===== src/hw/rtl/epr_pkg.sv =====
// Shared types and constants of the extent path resolver.
package epr_pkg;

  localparam int CAP_W   = 48;
  localparam int COUNT_W = 32;
  localparam int IDX_W   = 31;
  localparam int ST_W    = 2;

  localparam logic [ST_W-1:0] ST_REGULAR  = 2'd0;
  localparam logic [ST_W-1:0] ST_ROOT     = 2'd1;
  localparam logic [ST_W-1:0] ST_NOTFOUND = 2'd2;

  localparam logic [1:0] REG_CAPACITY    = 2'd0;
  localparam logic [1:0] REG_EXTENT_SIZE = 2'd1;
  localparam logic [1:0] REG_EXTENT_CNT  = 2'd2;

  localparam logic [7:0] CH_SLASH = 8'h2F;
  localparam logic [7:0] CH_ZERO  = 8'h30;
  localparam logic [7:0] CH_NINE  = 8'h39;

  localparam logic [IDX_W-1:0] INDEX_MAX = 31'h7FFF_FFFF;
  localparam logic [3:0]       DEC_BASE  = 4'd10;

  // Finished path handed from the parser to the window pipeline.
  typedef struct packed {
    logic [ST_W-1:0]  status;
    logic [IDX_W-1:0] idx;
  } path_item_t;

  // Device geometry as held in the configuration registers.
  typedef struct packed {
    logic [CAP_W-1:0]   capacity;
    logic [CAP_W-1:0]   extent_bytes;
    logic [COUNT_W-1:0] extent_count;
  } geom_t;

endpackage


===== src/hw/rtl/epr_parse.sv =====
// Path byte parser: accumulates the decimal index and emits one item per path.
module epr_parse (
  input  logic                clk,
  input  logic                rst,
  input  logic                in_valid,
  output logic                in_ready,
  input  logic [7:0]          ch,
  input  logic                empty_path,
  input  logic                last,
  output logic                item_valid,
  input  logic                item_ready,
  output epr_pkg::path_item_t item
);
  import epr_pkg::*;

  logic [IDX_W-1:0] index_accum, index_accum_next;
  logic             at_start, slash_only, digit_seen, path_bad;
  logic             slash_only_next, digit_seen_next, path_bad_next;
  logic             is_digit, lead_slash, accept, finish;
  logic [IDX_W+3:0] mac;
  path_item_t       item_next;

  assign in_ready = !item_valid || item_ready;
  assign accept   = in_valid && in_ready;
  assign finish   = empty_path || last;

  assign is_digit   = (ch >= CH_ZERO) && (ch <= CH_NINE);
  assign lead_slash = at_start && (ch == CH_SLASH);
  assign mac = {4'd0, index_accum} * (IDX_W+4)'(DEC_BASE) + (IDX_W+4)'(ch - CH_ZERO);

  always_comb begin
    index_accum_next = index_accum;
    slash_only_next  = slash_only;
    digit_seen_next  = digit_seen;
    path_bad_next    = path_bad;
    if (lead_slash) begin
      slash_only_next = 1'b1;
    end else if (is_digit) begin
      if (!path_bad) begin
        digit_seen_next = 1'b1;
        if (mac > {4'd0, INDEX_MAX}) begin
          path_bad_next = 1'b1;
        end else begin
          index_accum_next = mac[IDX_W-1:0];
        end
      end
    end else begin
      path_bad_next = 1'b1;
    end
  end

  always_comb begin
    item_next.idx = '0;
    if (empty_path) begin
      item_next.status = ST_ROOT;
    end else if (path_bad_next) begin
      item_next.status = ST_NOTFOUND;
    end else if (!digit_seen_next) begin
      item_next.status = slash_only_next ? ST_ROOT : ST_NOTFOUND;
    end else begin
      item_next.status = ST_REGULAR;
      item_next.idx    = index_accum_next;
    end
  end

  always_ff @(posedge clk) begin
    if (rst) begin
      index_accum <= '0;
      at_start    <= 1'b1;
      slash_only  <= 1'b0;
      digit_seen  <= 1'b0;
      path_bad    <= 1'b0;
    end else if (accept) begin
      if (finish) begin
        index_accum <= '0;
        at_start    <= 1'b1;
        slash_only  <= 1'b0;
        digit_seen  <= 1'b0;
        path_bad    <= 1'b0;
      end else begin
        index_accum <= index_accum_next;
        at_start    <= 1'b0;
        slash_only  <= slash_only_next;
        digit_seen  <= digit_seen_next;
        path_bad    <= path_bad_next;
      end
    end
  end

  always_ff @(posedge clk) begin
    if (rst) begin
      item_valid <= 1'b0;
    end else if (accept && finish) begin
      item_valid <= 1'b1;
    end else if (item_ready) begin
      item_valid <= 1'b0;
    end
  end

  always_ff @(posedge clk) begin
    if (accept && finish) begin
      item <= item_next;
    end
  end

endmodule


===== src/hw/rtl/epr_window.sv =====
// Window pipeline: range check, split base multiply, saturation and tail length.
module epr_window (
  input  logic                      clk,
  input  logic                      rst,
  input  epr_pkg::geom_t            geom,
  input  logic                      item_valid,
  output logic                      item_ready,
  input  epr_pkg::path_item_t       item,
  output logic                      out_valid,
  input  logic                      out_ready,
  output logic [epr_pkg::ST_W-1:0]  status,
  output logic [epr_pkg::IDX_W-1:0] extent_index,
  output logic [epr_pkg::CAP_W-1:0] byte_base,
  output logic [epr_pkg::CAP_W-1:0] byte_length
);
  import epr_pkg::*;

  localparam int HALF_W = CAP_W / 2;
  localparam int PP_W   = IDX_W + HALF_W;
  localparam int PROD_W = IDX_W + CAP_W;

  // stage A: range check and partial products
  logic              va, ra, tail_a;
  logic [ST_W-1:0]   st_a;
  logic [IDX_W-1:0]  idx_a;
  logic [PP_W-1:0]   pp_lo, pp_hi;
  // stage B: base assembled and saturated
  logic              vb, rb, tail_b;
  logic [ST_W-1:0]   st_b;
  logic [IDX_W-1:0]  idx_b;
  logic [CAP_W-1:0]  base_b;
  logic              ro;

  logic              in_range, is_tail;
  logic [PROD_W-1:0] prod;
  logic [CAP_W-1:0]  len_next;

  assign ro         = !out_valid || out_ready;
  assign rb         = !vb || ro;
  assign ra         = !va || rb;
  assign item_ready = ra;

  assign in_range = {1'b0, item.idx} < geom.extent_count;
  assign is_tail  = {1'b0, item.idx} == (geom.extent_count - COUNT_W'(1));

  always_ff @(posedge clk) begin
    if (rst) begin
      va <= 1'b0;
    end else if (ra) begin
      va <= item_valid;
    end
  end

  always_ff @(posedge clk) begin
    if (ra && item_valid) begin
      if (item.status == ST_REGULAR && !in_range) begin
        st_a  <= ST_NOTFOUND;
        idx_a <= '0;
      end else begin
        st_a  <= item.status;
        idx_a <= item.idx;
      end
      tail_a <= is_tail;
      pp_lo  <= {{HALF_W{1'b0}}, item.idx} * {{IDX_W{1'b0}}, geom.extent_bytes[HALF_W-1:0]};
      pp_hi  <= {{HALF_W{1'b0}}, item.idx} * {{IDX_W{1'b0}}, geom.extent_bytes[CAP_W-1:HALF_W]};
    end
  end

  assign prod = {pp_hi, {HALF_W{1'b0}}} + {{(PROD_W-PP_W){1'b0}}, pp_lo};

  always_ff @(posedge clk) begin
    if (rst) begin
      vb <= 1'b0;
    end else if (rb) begin
      vb <= va;
    end
  end

  always_ff @(posedge clk) begin
    if (rb && va) begin
      st_b   <= st_a;
      idx_b  <= idx_a;
      tail_b <= tail_a;
      base_b <= (|prod[PROD_W-1:CAP_W]) ? {CAP_W{1'b1}} : prod[CAP_W-1:0];
    end
  end

  always_comb begin
    if (!tail_b) begin
      len_next = geom.extent_bytes;
    end else if (geom.capacity > base_b) begin
      len_next = geom.capacity - base_b;
    end else begin
      len_next = '0;
    end
  end

  always_ff @(posedge clk) begin
    if (rst) begin
      out_valid <= 1'b0;
    end else if (ro) begin
      out_valid <= vb;
    end
  end

  // drop the window fields for anything but a regular extent
  always_ff @(posedge clk) begin
    if (ro && vb) begin
      status <= st_b;
      if (st_b == ST_REGULAR) begin
        extent_index <= idx_b;
        byte_base    <= base_b;
        byte_length  <= len_next;
      end else begin
        extent_index <= '0;
        byte_base    <= '0;
        byte_length  <= '0;
      end
    end
  end

endmodule


===== src/hw/rtl/extent_path_resolver_core.sv =====
// Top level of the extent path resolver: register port, parser and window pipeline.
//
//  channel  dir  handshake         payload
//  s_*      in   tvalid/tready     tdata: ch; tuser: empty_path; tlast: last
//  m_*      out  tvalid/tready     tdata: extent_index, byte_base, byte_length; tuser: status
//  apb      in   psel/penable      capacity @0x00, extent size @0x08, extent count @0x10
//
// One path byte is taken every cycle while s_tready is high; the parser's multiply-add
// by ten is combinational. After its final byte a result passes the parser register,
// partial products, base sum with saturation, then the tail length in the output register.
// Reset (rst, synchronous) clears the parse state and empties the pipeline.
// Each stage holds while the stage after it is full and stalled, so a waiting result
// still lets new path bytes in until the pipeline has filled.
module extent_path_resolver_core (
  input  logic         clk,
  input  logic         rst,
  // path byte stream
  input  logic         s_tvalid,
  output logic         s_tready,
  input  logic [7:0]   s_tdata,   // [7:0] ch
  input  logic         s_tuser,   // [0] empty_path
  input  logic         s_tlast,
  // result stream
  output logic         m_tvalid,
  input  logic         m_tready,
  output logic [127:0] m_tdata,   // [30:0] extent_index, [78:31] byte_base,
                                  // [126:79] byte_length, [127] zero
  output logic [1:0]   m_tuser,   // [1:0] status
  // register port
  input  logic         psel,
  input  logic         penable,
  input  logic         pwrite,
  input  logic [4:0]   paddr,
  input  logic [63:0]  pwdata,
  output logic [63:0]  prdata,
  output logic         pready
);
  import epr_pkg::*;

  geom_t            geom;
  logic             cfg_wr;
  logic [1:0]       reg_sel;
  logic             item_valid, item_ready;
  path_item_t       item;
  logic [IDX_W-1:0] extent_index;
  logic [CAP_W-1:0] byte_base, byte_length;

  // Register port: zero wait states, one register per 8-byte slot.
  assign pready  = 1'b1;
  assign reg_sel = paddr[4:3];
  assign cfg_wr  = psel && penable && pwrite;

  always_ff @(posedge clk) begin
    if (rst) begin
      geom.capacity     <= CAP_W'(1);
      geom.extent_bytes <= CAP_W'(1);
      geom.extent_count <= COUNT_W'(1);
    end else if (cfg_wr) begin
      unique case (reg_sel)
        REG_CAPACITY:    geom.capacity     <= pwdata[CAP_W-1:0];
        REG_EXTENT_SIZE: geom.extent_bytes <= pwdata[CAP_W-1:0];
        REG_EXTENT_CNT:  geom.extent_count <= pwdata[COUNT_W-1:0];
        default: ;
      endcase
    end
  end

  always_comb begin
    unique case (reg_sel)
      REG_CAPACITY:    prdata = {16'd0, geom.capacity};
      REG_EXTENT_SIZE: prdata = {16'd0, geom.extent_bytes};
      REG_EXTENT_CNT:  prdata = {32'd0, geom.extent_count};
      default:         prdata = '0;
    endcase
  end

  // Parse bytes; one item per finished path.
  epr_parse u_parse (
    .clk        (clk),
    .rst        (rst),
    .in_valid   (s_tvalid),
    .in_ready   (s_tready),
    .ch         (s_tdata),
    .empty_path (s_tuser),
    .last       (s_tlast),
    .item_valid (item_valid),
    .item_ready (item_ready),
    .item       (item)
  );

  // Turn the index into a byte window.
  epr_window u_window (
    .clk          (clk),
    .rst          (rst),
    .geom         (geom),
    .item_valid   (item_valid),
    .item_ready   (item_ready),
    .item         (item),
    .out_valid    (m_tvalid),
    .out_ready    (m_tready),
    .status       (m_tuser),
    .extent_index (extent_index),
    .byte_base    (byte_base),
    .byte_length  (byte_length)
  );

  assign m_tdata = {1'b0, byte_length, byte_base, extent_index};

endmodule

===== config.mk =====
export PLATFORM = sky130hd
export DESIGN_NAME = extent_path_resolver_core
export DESIGN_NICKNAME = d
export VERILOG_FILES = /design/src/hw/rtl/epr_pkg.sv /design/src/hw/rtl/epr_parse.sv /design/src/hw/rtl/epr_window.sv /design/src/hw/rtl/extent_path_resolver_core.sv
export SDC_FILE = /design/constraint.sdc
export NUM_CORES = 2
export LEC_CHECK = 0
export BUFFER_PORTS_ARGS = -buffer_cell sky130_fd_sc_hd__buf_2
export CAP_MARGIN = 20
export CORE_ASPECT_RATIO = 0.75
export CORE_MARGIN = 1
export CORE_UTILIZATION = 50
export DETAILED_ROUTE_END_ITERATION = 10
export PLACE_DENSITY = 0.69
export SLEW_MARGIN = 20
export SYNTH_ARGS = -nofsm -noshare
export SYNTH_HDL_FRONTEND = slang
export SYNTH_HIERARCHICAL = 1
export SYNTH_SLANG_ARGS = --single-unit

===== constraint.sdc =====
create_clock -name clk -period 8.2 [get_ports clk]
set_clock_uncertainty 0.2 [all_clocks]
set_input_delay 0.41 -clock clk [delete_from_list [all_inputs] [get_ports clk]]
set_output_delay 0.41 -clock clk [all_outputs]
set_load 0.05 [all_outputs]

==> flow_summary.toml <==
[run_status]
status = "finished, final reports clean"

[worst_hold_path]
hp-class = "input port to register"

[critical_path]
critPathCaptureType = "register"
worst-setup-path-type = "register to register"
arrival_ns = 8.29
cp_max_fo = 13
startpoint_type = "register"
worstPathRequired_ns = 8.41

[logic_synthesis]
async_reset_ff_frac = 0
yosys.area_share.simple = 0.1712
avgSynthCellArea_um2 = 9.393
yosysTopAreaCell = "fa_1"
synth_top_area_share = 0.3195
synthesis.area_um2 = 79950
synthCells = 8512
ys_types = 96
synth_top_family_by_area = "adder cells"
synthAdderAreaFrac = 0.4082
ys.flop_type = "edfxtp_1"
synth_area_leaders = "fa_1 32%, edfxtp_1 15%, ha_1 8.9%"
ys_ff_latch = 555
synth_compound_area_frac = 0.07971
synth_mux_area_frac = 0.02707
synth_xor_area_frac = 0.02980
ys_seq_area_frac = 0.1875
synth_enable_flop_cells = 388
yosysMostFrequentCell = "inv_1"
yosys_warnings = 6
synth_common_cells = "1,525 x inv_1, 1,276 x fa_1, 935 x nand2_1, 800 x and2_1, 567 x ha_1"

[power]
swShare = 0.2971
intPower_mw = 5.227
pwr-share-comb = 0.193
p_leak_nw = 42.50
power.switching_mw = 2.209
power_frac_clock = 0.386
pwr_density_cell_nw_per_um2 = 84.45
ir_worst_vdd_mv = 0.1719
p_seq_frac = 0.421

[cts]
htreeDepth = 2
clk_latency_ns = 0.68
tritoncts = "built"
clock-sinks = 555
clockBufferDepth = 3
cts_buffers = 60
clockRootBuffer = "clkbuf_16"
clk_pin_slew_worst_paths_ns = 0.06

[global_route]
grt_pass1_wl_mm = 377.2
grt_max_degree = 112
gr-total-overflow = 0
grt_pass1_vias = 63568
antenna_found_initial = 10
grt_use_total = 0.3020

[placed_design]
port_buffers = 245
globalplace.congestion = 0.9996
numPlacedInstances = 10775
dp_hpwl_mm = 194.0

[timing]
tightest_slew_ns = 1.197
drv_slew = 0
period_share = 0.9854
setup_viol = 0
fmax_ghz = 0.1238
hold_violations = 0
period_needed_ns = 8.080
rsz0062_at_grt = "yes"
maxSlewHeadroom = 0.2000

[detailed_routing]
vias = 61367
drt_pass1_iterations = 6
route.detailed.drc = 0
totalWireLength_mm = 241.1
wl_per_cell_um = 22.02
via_per_inst = 5.603
drtIter0Drc = 5578
drtAntennaViolNets = 0

[floorplan]
dieHeight_um = 348.3
io-pin-count = 283
rows = 126
core_area_um2 = 158000
die_x_um = 463.7
dieArea_um2 = 161500
initial_utilization = 0.5061

[cells_and_area]
area_delta_synth_final_pct = 10.14
multi_input_area_um2 = 57500
fillCellCount = 13911
drive_gt1_frac = 0.08994
fin_util = 0.5574
seqCellArea_um2 = 15000
fin_nets = 10717
layoutNonFillerInstCount = 10952

[job]
maxCapViolCount = 0
## power groups by stage
| stage | logic [mW] | clock network [mW] | registers, mW |
|---|---|---|---|
| floorplan | 0.869 | 0 | 3.20 |
| global placement | 1.35 | 0 | 3.19 |
| detailed placement | 1.37 | 0 | 3.19 |
| CTS | 1.41 | 2.91 | 3.13 |
| global route | 1.56 | 3.02 | 3.13 |
| finish | 1.44 | 2.87 | 3.13 |
## stage by stage
stage | setup TNS, ns | worst slack [ns] | instance area, µm² | hold slack [ns] | power [mW]
finish | 0 | 0.1201 | 88050 | 0.03614 | 7.436
global route | -0.09099 | -0.08952 | 88050 | 0.009599 | 7.708
CTS | 0 | 0.01493 | 87840 | 0.006792 | 7.446
detailed placement | -1.142 | -0.3110 | 85220 | 0.2045 | 4.560
global placement | -0.7372 | -0.3246 | 85220 | 0.2003 | 4.539
floorplan | 0 | 0.2261 | 80020 | 0.2003 | 4.066
## cells by family (layout without fill, tap and decap cells)
kind of cell | after synthesis | count (layout)
mux | 216 | 216
flops | 555 | 555
fa+ha+maj | 1843 | 1843
xor+xnor | 272 | 272
compound gates | 963 | 963
other cells | 2 | 19
simple gates | 2667 | 2667
buf+inv | 1994 | 2305
## worst max-delay path: stages, from the launching register on
cell and delay, ns:
edfxtp_1 0.42, buf_12 0.19, buf_4 0.20, and2_1 0.19
fa_1 0.51, inv_1 0.05, fa_1 0.51, inv_1 0.08
fa_1 0.49, fa_1 0.60, fa_1 0.45, fa_1 0.50
inv_1 0.05, fa_1 0.47, inv_1 0.04, ha_1 0.38
and3_1 0.24, nand3_1 0.15, nor4_2 0.30, buf_4 0.18
a211oi_2 0.12, o311ai_2 0.45, a31oi_2 0.21, o311ai_1 0.34
buf_4 0.17, a21o_1 0.10, a21oi_1 0.07, xnor2_1 0.13
## flip-flops by register name, summed over array words and instances (netlist names), 2 cells and up
signal	cells
u_window/st_b	2
u_window/byte_base	48
u_window/pp_lo	55
u_window/idx_a	31
u_window/pp_hi	55
u_parse/index_accum	31
u_window/st_a	2
u_window/extent_index	31
u_window/status	2
u_window/idx_b	31
geom	128
u_parse/item	33
u_window/base_b	48
u_window/byte_length	48
## cells in the final DEF, fill, tap and decap left out, types with 68 or more instances in the layout
cell type  instances
inv_1           1525
fa_1            1276
nand2_1          935
and2_1           800
ha_1             567
edfxtp_1         388
buf_4            322
nor2_1           285
a21oi_1          266
buf_2            244
mux2i_1          214
nand2b_1         200
xnor2_1          184
dfxtp_1          164
o21ai_0          163
a21o_1           150
xor2_1            87
nor2b_1           77
nand3_1           68
## final timing paths
check                                        start  cells after the start                            to  slack (ns)
setup / recovery     u_parse/item[9]$_SDFFCE_PP0P_                     27  u_window/pp_lo[53]$_DFFE_PP_        0.12
hold reg to reg   u_window/idx_a[29]$_SDFFCE_PP0P_                      0  u_window/idx_b[29]$_DFFE_PP_        0.22
hold / removal                          pwdata[31]                      3         geom[63]$_SDFFE_PP0P_        0.04
setup reg to reg     u_parse/item[9]$_SDFFCE_PP0P_                     27  u_window/pp_lo[53]$_DFFE_PP_        0.12
## what timing repair did
action | CTS | global route
pin swaps | 0 | 2
resized for setup | 5 | 25
hold buffers | 52 | 0
hold endpoints to repair | 108 | 0
buffers inserted | 0 | 11
setup endpoints to repair | 14 | 15
## per-layer routing
metal / global-route usage / vias up / share of wire
met3: 0.05550 / 396 / 0.098
li1: - / 27272 / -
met2: 0.4608 / 2804 / 0.44
met4: 0.08481 / 2 / 0.031
met5: 0 / - / 0.000083
met1: 0.4390 / 30893 / 0.43
## layout make-up
class                   instances  share of cell area
clock buffers                  75             0.01850
diodes                          1          0.00002842
multi-input cells            5979              0.6530
inverters                    1526             0.06505
clock inverters                38            0.005201
repair buffers                666             0.05785
well taps                    2112             0.03001
flip-flops and latches        555              0.1704
(Power assumes the default switching activity.)
